## src/hw/rtl/gec_pkg.sv

```systemverilog
// shared types and constants for the group energy channel appender
package gec_pkg;

  localparam int NGROUPS   = 4;
  localparam int NCFG      = 2 * NGROUPS;
  localparam int CFG_W     = 9;
  localparam int CFG_IDX_W = $clog2(NCFG);
  localparam int VAL_W     = 16;
  localparam int GRP_W     = $clog2(NGROUPS);
  localparam int SUM_W     = 24;
  localparam int SQ_W      = 39;
  localparam int SQR_W     = 2 * VAL_W;
  localparam int PROD_W    = 2 * SUM_W;
  localparam int ROOT_W    = PROD_W / 2;
  localparam int SREM_W    = ROOT_W + 1;
  localparam int ROOT_STEPS = ROOT_W;
  localparam int STEP_W    = $clog2(ROOT_STEPS);

  localparam logic [GRP_W-1:0] LAST_GROUP = GRP_W'(NGROUPS - 1);

  // register indexes
  localparam logic [CFG_IDX_W-1:0] REG_GROUP0_START = 3'd0;
  localparam logic [CFG_IDX_W-1:0] REG_GROUP0_END   = 3'd1;
  localparam logic [CFG_IDX_W-1:0] REG_GROUP1_START = 3'd2;
  localparam logic [CFG_IDX_W-1:0] REG_GROUP1_END   = 3'd3;
  localparam logic [CFG_IDX_W-1:0] REG_GROUP2_START = 3'd4;
  localparam logic [CFG_IDX_W-1:0] REG_GROUP2_END   = 3'd5;
  localparam logic [CFG_IDX_W-1:0] REG_GROUP3_START = 3'd6;
  localparam logic [CFG_IDX_W-1:0] REG_GROUP3_END   = 3'd7;

  localparam logic [CFG_W-1:0] CFG_RESET [NCFG] = '{
    9'd0, 9'd64, 9'd64, 9'd128, 9'd128, 9'd192, 9'd192, 9'd256
  };

  typedef struct packed {
    logic             accept;
    logic             mul;
    logic             sub;
    logic             sqrt_step;
    logic             div_step;
    logic             push;
    logic             clear;
    logic [GRP_W-1:0] grp;
  } gec_cmd_t;

  typedef struct packed {
    logic row_end;
  } gec_status_t;

endpackage

```

## src/hw/rtl/gec_in_if.sv

```systemverilog
// input channel: feature beats with row-end flag
interface gec_in_if;
  import gec_pkg::*;
  logic             valid;
  logic             ready;
  logic [VAL_W-1:0] feature_value;
  logic             last_in_row;

  modport source (output valid, output feature_value, output last_in_row, input ready);
  modport sink   (input valid, input feature_value, input last_in_row, output ready);
endinterface

```

## src/hw/rtl/gec_out_if.sv

```systemverilog
// result channel: copied features and appended group values
interface gec_out_if;
  import gec_pkg::*;
  logic             valid;
  logic             ready;
  logic [VAL_W-1:0] out_value;
  logic             is_group_channel;
  logic [GRP_W-1:0] group_index;
  logic             last;

  modport source (output valid, output out_value, output is_group_channel,
                  output group_index, output last, input ready);
  modport sink   (input valid, input out_value, input is_group_channel,
                  input group_index, input last, output ready);
endinterface

```

## src/hw/rtl/group_energy_channel_appender.sv

```systemverilog
// top level: appends per-group standard deviations to a stream of feature rows
//
// in_ch carries one Q1.15 feature per beat, last_in_row closing a row. Every
// feature comes back on out_ch unchanged in the cycle after it is taken, so
// rows stream at one beat per cycle while the receiver keeps up. The output
// register is reloaded in the same cycle that it drains.
// After the beat that closes a row, in_ch.ready drops while the four group
// values are worked out one after the other in a shared unit: a multiply,
// a subtract, 24 square-root steps and 24 divide steps, then the push into
// the output register. Group 3 carries out_ch.last.
// Group ranges are to be written through cfg_we/cfg_idx/cfg_data while idle;
// the block itself does not enforce this.
// A stalled receiver holds the output register and in_ch.ready stays low
// until it drains. Reset (rst_n low, synchronous) restores the default
// ranges and clears the row position and all group sums.
module group_energy_channel_appender
  import gec_pkg::*;
#(
  parameter int MAX_ROW_LENGTH = 256
) (
  input  logic                 clk,
  input  logic                 rst_n,
  gec_in_if.sink               in_ch,
  gec_out_if.source            out_ch,
  input  logic                 cfg_we,
  input  logic [CFG_IDX_W-1:0] cfg_idx,
  input  logic [CFG_W-1:0]     cfg_data
);

  gec_cmd_t    cmd;
  gec_status_t status;

  gec_ctrl u_ctrl (
    .clk       (clk),
    .rst_n     (rst_n),
    .in_valid  (in_ch.valid),
    .in_ready  (in_ch.ready),
    .out_ready (out_ch.ready),
    .out_valid (out_ch.valid),
    .status    (status),
    .cmd       (cmd)
  );

  gec_dp #(
    .MAX_ROW_LENGTH (MAX_ROW_LENGTH)
  ) u_dp (
    .clk              (clk),
    .rst_n            (rst_n),
    .cfg_we           (cfg_we),
    .cfg_idx          (cfg_idx),
    .cfg_data         (cfg_data),
    .feature_value    (in_ch.feature_value),
    .last_in_row      (in_ch.last_in_row),
    .cmd              (cmd),
    .status           (status),
    .out_value        (out_ch.out_value),
    .is_group_channel (out_ch.is_group_channel),
    .group_index      (out_ch.group_index),
    .last             (out_ch.last)
  );

  // never take a beat that would overwrite an undelivered result
  a_no_overwrite: assert property (@(posedge clk) disable iff (!rst_n)
    in_ch.ready |-> (!out_ch.valid || out_ch.ready))
    else $error("input taken while output register is blocked");

  // a row end stops input while group values are computed
  a_row_end_stall: assert property (@(posedge clk) disable iff (!rst_n)
    (in_ch.valid && in_ch.ready && in_ch.last_in_row) |=> !in_ch.ready)
    else $error("input accepted right after row end");

  a_last_is_group3: assert property (@(posedge clk) disable iff (!rst_n)
    (out_ch.valid && out_ch.last) |->
      (out_ch.is_group_channel && out_ch.group_index == LAST_GROUP))
    else $error("last flag on a beat other than group 3");

  a_copy_fields: assert property (@(posedge clk) disable iff (!rst_n)
    (out_ch.valid && !out_ch.is_group_channel) |->
      (out_ch.group_index == '0 && !out_ch.last))
    else $error("copied feature with group fields set");

endmodule

```

## src/hw/rtl/gec_ctrl.sv

```systemverilog
// controller: input acceptance, row-end sequencing, output register valid
module gec_ctrl
  import gec_pkg::*;
(
  input  logic        clk,
  input  logic        rst_n,
  input  logic        in_valid,
  output logic        in_ready,
  input  logic        out_ready,
  output logic        out_valid,
  input  gec_status_t status,
  output gec_cmd_t    cmd
);

  localparam logic [2:0] S_IN   = 3'd0;
  localparam logic [2:0] S_MUL  = 3'd1;
  localparam logic [2:0] S_SUB  = 3'd2;
  localparam logic [2:0] S_SQRT = 3'd3;
  localparam logic [2:0] S_DIV  = 3'd4;
  localparam logic [2:0] S_PUSH = 3'd5;

  localparam logic [STEP_W-1:0] STEP_LAST = STEP_W'(ROOT_STEPS - 1);

  logic [2:0]        state_r, state_nxt;
  logic [GRP_W-1:0]  grp_r, grp_nxt;
  logic [STEP_W-1:0] step_r, step_nxt;
  logic              out_valid_r, out_valid_nxt;
  logic              slot_free;

  // output register can take a beat when empty or draining now
  assign slot_free = !out_valid_r || out_ready;
  assign in_ready  = (state_r == S_IN) && slot_free;
  assign out_valid = out_valid_r;

  always_comb begin
    state_nxt = state_r;
    grp_nxt   = grp_r;
    step_nxt  = step_r;
    cmd       = '0;
    cmd.grp   = grp_r;
    unique case (state_r)
      S_IN: begin
        if (in_valid && in_ready) begin
          cmd.accept = 1'b1;
          if (status.row_end) begin
            grp_nxt   = '0;
            state_nxt = S_MUL;
          end
        end
      end
      S_MUL: begin
        cmd.mul   = 1'b1;
        state_nxt = S_SUB;
      end
      S_SUB: begin
        cmd.sub   = 1'b1;
        step_nxt  = '0;
        state_nxt = S_SQRT;
      end
      S_SQRT: begin
        cmd.sqrt_step = 1'b1;
        if (step_r == STEP_LAST) begin
          step_nxt  = '0;
          state_nxt = S_DIV;
        end else begin
          step_nxt = step_r + 1'b1;
        end
      end
      S_DIV: begin
        cmd.div_step = 1'b1;
        if (step_r == STEP_LAST) begin
          state_nxt = S_PUSH;
        end else begin
          step_nxt = step_r + 1'b1;
        end
      end
      S_PUSH: begin
        if (slot_free) begin
          cmd.push = 1'b1;
          if (grp_r == LAST_GROUP) begin
            cmd.clear = 1'b1;
            state_nxt = S_IN;
          end else begin
            grp_nxt   = grp_r + 1'b1;
            state_nxt = S_MUL;
          end
        end
      end
      default: state_nxt = S_IN;
    endcase
  end

  always_comb begin
    if (cmd.accept || cmd.push) begin
      out_valid_nxt = 1'b1;
    end else if (out_ready) begin
      out_valid_nxt = 1'b0;
    end else begin
      out_valid_nxt = out_valid_r;
    end
  end

  always_ff @(posedge clk) begin
    if (!rst_n) begin
      state_r     <= S_IN;
      grp_r       <= '0;
      step_r      <= '0;
      out_valid_r <= 1'b0;
    end else begin
      state_r     <= state_nxt;
      grp_r       <= grp_nxt;
      step_r      <= step_nxt;
      out_valid_r <= out_valid_nxt;
    end
  end

endmodule

```

## src/hw/rtl/gec_dp.sv

```systemverilog
// datapath: config registers, group accumulators, root and divide unit, output register
module gec_dp
  import gec_pkg::*;
#(
  parameter int MAX_ROW_LENGTH = 256
) (
  input  logic                 clk,
  input  logic                 rst_n,
  input  logic                 cfg_we,
  input  logic [CFG_IDX_W-1:0] cfg_idx,
  input  logic [CFG_W-1:0]     cfg_data,
  input  logic [VAL_W-1:0]     feature_value,
  input  logic                 last_in_row,
  input  gec_cmd_t             cmd,
  output gec_status_t          status,
  output logic [VAL_W-1:0]     out_value,
  output logic                 is_group_channel,
  output logic [GRP_W-1:0]     group_index,
  output logic                 last
);

  localparam int PW = $clog2(MAX_ROW_LENGTH + 1);
  localparam int CW = (PW > CFG_W) ? PW : CFG_W;

  logic [CFG_W-1:0]  cfg_r [NCFG];
  logic [PW-1:0]     pos_r;
  logic [SUM_W-1:0]  sum_r [NGROUPS];
  logic [SQ_W-1:0]   sq_r  [NGROUPS];

  logic [PROD_W-1:0] nq_r, ss_r, rad_r;
  logic [CFG_W-1:0]  n_r;
  logic              empty_r;
  logic [ROOT_W-1:0] root_r;
  logic [SREM_W-1:0] srem_r;
  logic [CFG_W-1:0]  drem_r;

  logic [VAL_W-1:0]  out_value_r;
  logic              is_group_r;
  logic [GRP_W-1:0]  group_index_r;
  logic              last_r;

  logic [SQR_W-1:0]  x_sq;
  logic              pos_live;
  logic [CW-1:0]     pos_ext;
  logic [CFG_W-1:0]  sel_start, sel_end;
  logic [SREM_W+1:0] srem_sh, strial;
  logic [CFG_W:0]    dsh;
  logic [VAL_W-1:0]  grp_value;

  assign status.row_end = last_in_row;

  assign x_sq     = SQR_W'(feature_value) * SQR_W'(feature_value);
  assign pos_live = (pos_r < PW'(MAX_ROW_LENGTH));
  assign pos_ext  = CW'(pos_r);

  assign sel_start = cfg_r[{cmd.grp, 1'b0}];
  assign sel_end   = cfg_r[{cmd.grp, 1'b1}];

  assign srem_sh = {srem_r, rad_r[PROD_W-1 -: 2]};
  assign strial  = {1'b0, root_r, 2'b01};
  assign dsh     = {drem_r, root_r[ROOT_W-1]};

  // quotient saturates to the output width, empty group gives zero
  assign grp_value = empty_r ? '0 :
                     (|root_r[ROOT_W-1:VAL_W]) ? {VAL_W{1'b1}} : root_r[VAL_W-1:0];

  // configuration registers
  always_ff @(posedge clk) begin
    if (!rst_n) begin
      for (int i = 0; i < NCFG; i++) begin
        cfg_r[i] <= CFG_RESET[i];
      end
    end else if (cfg_we) begin
      cfg_r[cfg_idx] <= cfg_data;
    end
  end

  // row position and group accumulators
  always_ff @(posedge clk) begin
    if (!rst_n || cmd.clear) begin
      pos_r <= '0;
      for (int g = 0; g < NGROUPS; g++) begin
        sum_r[g] <= '0;
        sq_r[g]  <= '0;
      end
    end else if (cmd.accept && pos_live) begin
      pos_r <= pos_r + 1'b1;
      for (int g = 0; g < NGROUPS; g++) begin
        if (pos_ext >= CW'(cfg_r[2*g]) && pos_ext < CW'(cfg_r[2*g+1])) begin
          logic [SUM_W:0] s_ext;
          logic [SQ_W:0]  q_ext;
          s_ext = {1'b0, sum_r[g]} + (SUM_W + 1)'(feature_value);
          q_ext = {1'b0, sq_r[g]} + (SQ_W + 1)'(x_sq);
          sum_r[g] <= s_ext[SUM_W] ? {SUM_W{1'b1}} : s_ext[SUM_W-1:0];
          sq_r[g]  <= q_ext[SQ_W]  ? {SQ_W{1'b1}}  : q_ext[SQ_W-1:0];
        end
      end
    end
  end

  // row-end arithmetic: n*Q - S*S, bit-pair square root, restoring divide by n
  always_ff @(posedge clk) begin
    if (cmd.mul) begin
      n_r     <= sel_end - sel_start;
      empty_r <= (sel_end <= sel_start);
      nq_r    <= PROD_W'(sel_end - sel_start) * PROD_W'(sq_r[cmd.grp]);
      ss_r    <= PROD_W'(sum_r[cmd.grp]) * PROD_W'(sum_r[cmd.grp]);
    end
    if (cmd.sub) begin
      rad_r  <= (!empty_r && nq_r > ss_r) ? nq_r - ss_r : '0;
      root_r <= '0;
      srem_r <= '0;
      drem_r <= '0;
    end
    if (cmd.sqrt_step) begin
      rad_r <= {rad_r[PROD_W-3:0], 2'b00};
      if (srem_sh >= strial) begin
        srem_r <= SREM_W'(srem_sh - strial);
        root_r <= {root_r[ROOT_W-2:0], 1'b1};
      end else begin
        srem_r <= srem_sh[SREM_W-1:0];
        root_r <= {root_r[ROOT_W-2:0], 1'b0};
      end
    end
    // dividend shifts out the top while quotient bits enter at the bottom
    if (cmd.div_step) begin
      if (dsh >= {1'b0, n_r}) begin
        drem_r <= CFG_W'(dsh - {1'b0, n_r});
        root_r <= {root_r[ROOT_W-2:0], 1'b1};
      end else begin
        drem_r <= dsh[CFG_W-1:0];
        root_r <= {root_r[ROOT_W-2:0], 1'b0};
      end
    end
  end

  // output register payload
  always_ff @(posedge clk) begin
    if (cmd.accept) begin
      out_value_r   <= feature_value;
      is_group_r    <= 1'b0;
      group_index_r <= '0;
      last_r        <= 1'b0;
    end else if (cmd.push) begin
      out_value_r   <= grp_value;
      is_group_r    <= 1'b1;
      group_index_r <= cmd.grp;
      last_r        <= (cmd.grp == LAST_GROUP);
    end
  end

  assign out_value        = out_value_r;
  assign is_group_channel = is_group_r;
  assign group_index      = group_index_r;
  assign last             = last_r;

endmodule

```

## src/flat_wrapper.sv

```systemverilog
// flat-port wrapper written by rule: the top's interface ports become plain ports
module group_energy_channel_appender_flat import gec_pkg::*;
#(
  parameter int MAX_ROW_LENGTH = 256
)
  (clk, rst_n, cfg_we, cfg_idx, cfg_data, in_ch_valid, in_ch_feature_value, in_ch_last_in_row, in_ch_ready, out_ch_valid, out_ch_out_value, out_ch_is_group_channel, out_ch_group_index, out_ch_last, out_ch_ready);
  gec_in_if in_ch_i ();
  gec_out_if out_ch_i ();
  input  logic clk;
  input  logic rst_n;
  input  logic cfg_we;
  input  logic [CFG_IDX_W-1:0] cfg_idx;
  input  logic [CFG_W-1:0] cfg_data;
  input wire logic [$bits(in_ch_i.valid)-1:0] in_ch_valid;
  input wire logic [$bits(in_ch_i.feature_value)-1:0] in_ch_feature_value;
  input wire logic [$bits(in_ch_i.last_in_row)-1:0] in_ch_last_in_row;
  output wire logic [$bits(in_ch_i.ready)-1:0] in_ch_ready;
  output wire logic [$bits(out_ch_i.valid)-1:0] out_ch_valid;
  output wire logic [$bits(out_ch_i.out_value)-1:0] out_ch_out_value;
  output wire logic [$bits(out_ch_i.is_group_channel)-1:0] out_ch_is_group_channel;
  output wire logic [$bits(out_ch_i.group_index)-1:0] out_ch_group_index;
  output wire logic [$bits(out_ch_i.last)-1:0] out_ch_last;
  input wire logic [$bits(out_ch_i.ready)-1:0] out_ch_ready;
  assign in_ch_i.valid = in_ch_valid;
  assign in_ch_i.feature_value = in_ch_feature_value;
  assign in_ch_i.last_in_row = in_ch_last_in_row;
  assign in_ch_ready = in_ch_i.ready;
  assign out_ch_valid = out_ch_i.valid;
  assign out_ch_out_value = out_ch_i.out_value;
  assign out_ch_is_group_channel = out_ch_i.is_group_channel;
  assign out_ch_group_index = out_ch_i.group_index;
  assign out_ch_last = out_ch_i.last;
  assign out_ch_i.ready = out_ch_ready;
  group_energy_channel_appender #(.MAX_ROW_LENGTH(MAX_ROW_LENGTH)) u_core (.clk(clk), .rst_n(rst_n), .in_ch(in_ch_i), .out_ch(out_ch_i), .cfg_we(cfg_we), .cfg_idx(cfg_idx), .cfg_data(cfg_data));
endmodule
```

## config.mk

```make
export PLATFORM = sky130hd
export DESIGN_NAME = group_energy_channel_appender_flat
export DESIGN_NICKNAME = d
export VERILOG_FILES = /design/src/hw/rtl/gec_pkg.sv /design/src/hw/rtl/gec_in_if.sv /design/src/hw/rtl/gec_out_if.sv /design/src/hw/rtl/group_energy_channel_appender.sv /design/src/hw/rtl/gec_ctrl.sv /design/src/hw/rtl/gec_dp.sv /design/src/flat_wrapper.sv
export SDC_FILE = /design/constraint.sdc
export NUM_CORES = 2
export LEC_CHECK = 0
export ABC_AREA = 1
export ABC_CLOCK_PERIOD_IN_PS = 11960
export BUFFER_PORTS_ARGS = -buffer_cell sky130_fd_sc_hd__buf_2
export CORE_MARGIN = 2
export CORE_UTILIZATION = 23
export CTS_CLUSTER_DIAMETER = 80
export DETAILED_ROUTE_END_ITERATION = 10
export GPL_ROUTABILITY_DRIVEN = 1
export PLACE_DENSITY_LB_ADDON = 0.25
export SYNTH_ARGS = -nofsm -noshare
export SYNTH_HDL_FRONTEND = slang
export SYNTH_SLANG_ARGS = --single-unit
```

## constraint.sdc

```tcl
create_clock -name clk -period 11.96 [get_ports clk]
set_input_delay 1.196 -clock clk [delete_from_list [all_inputs] [get_ports clk]]
set_output_delay 1.196 -clock clk [all_outputs]
set_load 0.01 [all_outputs]
```

-- Word-level counts from Yosys, hierarchy flattened
Memories as Yosys holds them, arrays and structs flattened. A register that Yosys moved wholly into a read port is not among the register bits.
Index checks and enable logic that the tools add are counted.
- register bits after elaboration: 252
- memory bits (writable): 324
- word-level logic and storage cells: 195
- memories kept: 3
- add/sub/neg operators: 16
- multipliers: 3
- $lt $le $gt $ge: 13
- eq/ne operators: 14
- muxes and demuxes: 93
- bitwise gates (word level): 8
- reduce and logical (&&, ||, !) cells: 27
- memory list (name ; words ; width ; read ports ; clocked after memory_dff ; write ports ; RTL line ; source):
    u_core.u_dp.sq_r ; 4 ; 39 ; 5 ; 1 ; 4 ; gec_dp.sv:28 ; logic [SQ_W-1:0] sq_r [NGROUPS];
    u_core.u_dp.sum_r ; 4 ; 24 ; 5 ; 1 ; 4 ; gec_dp.sv:27 ; logic [SUM_W-1:0] sum_r [NGROUPS];
    u_core.u_dp.cfg_r ; 8 ; 9 ; 10 ; 2 ; 8 ; gec_dp.sv:25 ; logic [CFG_W-1:0] cfg_r [NCFG];
- operators by type and width (kind ; number):
    $mux 39 ; 8
    $mux 24 ; 11
    $add 39x32->40 ; 4
    $mux 48 ; 3
    $add 24x16->25 ; 4
    $mux 25 ; 3
    $mux 16 ; 4
    $gt 48x48->1 ; 1
    $mul 10x40->48 ; 1
    $mul 24x24->48 ; 1
    $sub 48x48->48 ; 1
    $ge 9x9->1 ; 4
    $lt 9x9->1 ; 4
    $mux 9 ; 4
    $mux 1 ; 35
    $mul 16x16->32 ; 1
    $mux 3 ; 10
    $ge 27x26->1 ; 1
    $sub 25x25->25 ; 1
    $mux 2 ; 10
    $pmux 3 s6 ; 1
    $sub 9x9->9 ; 2
    $pmux 5 s3 ; 1
    $ne 2x2->1 const B ; 6
    other kinds (26) ; 53

-- Longest topological paths before layout
- depth in word-level cells: 11
- mapped depth: 42

-- Hierarchy
Synthesis repeated with hierarchy kept, for this count alone.
- cells, all modules: 11961
- area, all modules: 86152.6 µm²
- modules (own cells, without submodules) (module ; times used ; cells each ; area an instance (µm²) ; seq. area each (µm²)):
    gec_dp ; 1 ; 11852 ; 85423.2 ; 16786.1
    gec_ctrl ; 1 ; 109 ; 729.4 ; 220.2

-- Least setup slack after synthesis
No wires, ideal clock.
- path type: register to register
- from: reg u_core.u_ctrl.state_r[0]
- to: reg u_core.u_dp.empty_r (enable)
- library setup time: 700 ps
- arrival time: 7582 ps
- path slack: 3677 ps
- cell stages (with the launch flop): 3
- buffers on the path: 0
- cell sequence: dfxtp_1 -> inv_1 -> nor3_1
- longest elaborated chain between the ends: 2
- RTL lines (element ; RTL line ; source):
    start, declared ; gec_ctrl.sv:24 ; logic [2:0] state_r, state_nxt;
    start signal, assigned ; gec_ctrl.sv:110 ; state_r <= state_nxt;
    $eq 3x1->1 ; gec_ctrl.sv:41 ; unique case (state_r)
    $mux 1 ; gec_ctrl.sv:41 ;
    end signal, assigned ; gec_dp.sv:105 ; empty_r <= (sel_end <= sel_start);
    end, declared ; gec_dp.sv:32 ; logic empty_r;
No other way between the ends.
A chain may end at the register's enable or synchronous reset.

==> results <==
- The routability congestion estimate from global placement is 0.944.
- The final critical-path required period is 9.62 ns.
- In the layout the commonest cells are nand2_1, inv_1, nor2_1.
- Leaving out fill and tap cells, the most frequent cell in the layout is nand2_1.
- The critical register-to-register path endpoint is u_core.u_dp.ss_r[42].
- The least setup slack across all paths after layout is 2.34 ns.
- The final wirelength is 324000 um.
- The flow ran to the end, but the final reports show violations.
- The floorplan step set the die height to 615 um.
- The area of the core is 372000 um2.
- The critical path endpoint is u_core.u_dp.sq_r[3][33].
- The required time of the critical path is 12.42 ns.
- For this run, the leading register cell type out of synthesis is edfxtp_1.
- The share of the core filled with cells is 25.5%.
- The clock tree from TritonCTS is done.
- The critical path startpoint is in_ch_feature_value[9].
- In the synthesized netlist the async set-or-reset flop fraction comes to 0%.
- The detailed route wirelength on metal2 is 147000 um.
- The clock transition at the registers of the reported paths is 0.06 ns.
- The number of cell rows is 224.
- The area growth from synthesis to layout is 10.6%.
- Clock skew on the completed layout was measured at 0.0386 ns.
- Of all nets on the critical path, the largest fanout is 22.
- The setup TNS is 0 ns.
- The highest clock rate is 0.104 GHz.
- The critical path's most frequent cell is nand2_1.
- The overall die width is 615 um.
- The path class of the tightest hold or removal check is reg2reg.
- The synthesized design contains 549 enable-type register cells.
- The synthesized area per cell is 7.16 um2.
- The later pin in the worst-skew pair is clocked with a latency of 0.73 ns.
- The number of cell instances on the worst register-to-register path is 26.
- In this run the clock root is driven by a clkbuf_16.
- The actual transition at the worst max-transition pin is 1.31 ns.
- The post-layout net count is 13.7k.
- The worst setup path is captured at a register.
- On the final layout, the worst hold slack is 0.482 ns.
- The final global-route overflow total is 0.
- The number of port buffers is 55.
- The worst-path cell with the longest stage delay is xor2_1.
- The worst setup path is launched from an input pin.
- The initial standard-cell utilization of the core is 23.1%.
- The arrival time of data at the critical path endpoint is 10.09 ns.
- The routed layout has 76.0k vias.
- The first detailed-routing pass took 11 iterations.
- After synthesis the netlist holds a flip-flop and latch count of 577.
- The hold-fix buffer count after cts is 0.
- The largest net degree at the start of global routing is 116.
- The routed wirelength normalized by instance count is 19.0 um.
- The number of CTS-inserted buffers is 80.
- The number of buffers inserted by post-CTS setup repair is 0.
- Synthesis handed over a netlist of 12.0k instances.
- The setup check on the worst reg-to-reg path leaves a slack of 2.86 ns.
- The count of final hold-check violations is 0.
- The detailed router used layers up to and including met5.
- In this run the tightest slew margin relative to its limit is 12.1%.
- The number of warnings printed during yosys synthesis is 0.
- The top-level port count is 56.
- The global-route usage over all layers is 16.9%.
- Summed over all nets, the half-perimeter wirelength after detailed placement is 266000 um.
- The worst hold path was traced through 2 stages.
- The via count normalized by instance count is 4.46.
- The largest single stage delay on the critical path is 0.95 ns.
- The post-route fraction of the period consumed by the critical path is 80.5%.
- The deepest clock path buffer count is 3.
- The number of distinct library cell variants in the gate-level netlist after synthesis is 55.
- The maximum level of the CTS H-tree is 3.
- The number of routed nets with antenna violations is 0.
- Setup repair after global routing left no endpoint under its margin.
- OpenSTA, run right after detailed placement, puts the worst setup slack at 1.59 ns.
- The final number of max-transition violations is 0.
- The DRC violation count after routing is 2.
- The number of global-route vias before repair was 76.5k.
- The tree built by TritonCTS fans out to 577 sinks.
- Gates resized during post-CTS repair numbered 0.
- The ratio of cells with drive above 1 in the final layout is 2.99%.
- Across the run, the number of max-cap violations was 0.
- The first global-routing pass estimated 486000 um of wire.
- The initial antenna violation count was 17.
- The kind of critical path is in2reg.
- The floorplan step defined a die boundary enclosing 378000 um2.
- The final reports fail on DRC.
- Summing the sequential cell areas from Yosys gives 19.9% of the chip area.
- After detailed routing, the wire length on met1 is 154000 um.
- The total setup violations reported at the end of the flow is 0.
- The number of design-rule violations left by the first detailed-router iteration is 5774.
- Wire segments on met3 add up to 15800 um in the final route.
- The post-synth net total is 13.7k.
- The synthesized area is 85900 um2.
- The layout has 41.9k filler cells.
==> routing by layer <==
metal / up-vias / global-route usage (%)
li1: 37000 / -
met4: 10 / 3.70
met5: - / 0
met2: 1724 / 27.4
met3: 311 / 1.93
met1: 36900 / 23.9
==> how the worst min path moves through the flow <==
stage | start | end
after CTS | u_core.u_dp.last | u_core.u_dp.last
after floorplan | u_core.u_dp.rad_r[1] | u_core.u_dp.rad_r[1]
after global placement | u_core.u_dp.last | u_core.u_dp.last
final | u_core.u_dp.last | u_core.u_dp.last
after global routing | u_core.u_dp.rad_r[0] | u_core.u_dp.rad_r[0]
after detailed placement | u_core.u_dp.last | u_core.u_dp.last
==> critical path, delay by kind of cell <==
| kind | cells | cell delay, ns |
|---|---|---|
| compound gates | 1 | 0.31 |
| xor+xnor | 1 | 0.95 |
| fa+ha+maj | 8 | 3.80 |
| buf+inv | 9 | 1.75 |
| simple gates | 15 | 2.01 |
==> Yosys cell counts, types with 50 or more instances <==
cell type,count,area (um2)
ha_1,746,9330
nand3_1,526,2630
nand2_1,3173,11900
xor2_1,151,1320
o21bai_1,50,375
nor3_1,72,360
clkbuf_1,105,394
xnor2_1,127,1110
inv_1,2633,9880
o21ai_0,328,1640
buf_2,86,430
nor2_1,1417,5320
nand4_1,152,951
fa_1,885,17700
a21oi_1,676,3380
edfxtp_1,549,16500
==> cells by family (layout without fill, tap and decap cells) <==
family	after synthesis	in the layout	synth area share, %
flops	577	577	19.9
simple gates	5443	5443	25.5
compound gates	1180	1180	7.43
other cells	0	10	0
fa+ha+maj	1631	1631	31.5
buf+inv	2884	2953	12.8
xor+xnor	278	278	2.84
==> stage by stage <==
step | std cells | area [um2]
finish | 17000 | 95000
global route | 17000 | 94900
CTS | 17000 | 94900
detailed placement | 16900 | 92200
global placement | 16900 | 92200
floorplan | 12000 | 85900
==> sequential cells by signal (all words and copies together), names as in the netlist, 2 cells and up, named ones only <==
name and cells:
u_core.u_dp.drem_r 9, u_core.u_dp.nq_r 48, u_core.u_dp.cfg_r 72, u_core.u_ctrl.state_r 3, u_core.u_dp.sq_r 156, u_core.u_dp.srem_r 25
u_core.u_dp.out_value 16, u_core.u_dp.sum_r 96, u_core.u_dp.pos_ext 9, u_core.u_dp.group_index 2, u_core.u_dp.n_r 9, u_core.u_dp.ss_r 47
u_core.u_ctrl.step_r 5, u_core.u_dp.root_r 24, u_core.u_dp.rad_r 48, u_core.u_ctrl.grp_r 2
==> final cells by class <==
type	instances	area, um2	area share [%]
antenna	10	25.0	0.0264
clock buffer	95	2120	2.23
clock inverter	48	567	0.597
inverter	2656	9970	10.5
multi-input combinational	8532	58000	61.0
sequential	577	17100	18.0
tap	4972	6220	6.55
timing repair buffer	154	1040	1.09
Power is not shown: default switching activity piles up to over one toggle a cycle in this logic, so the estimate is an artifact.
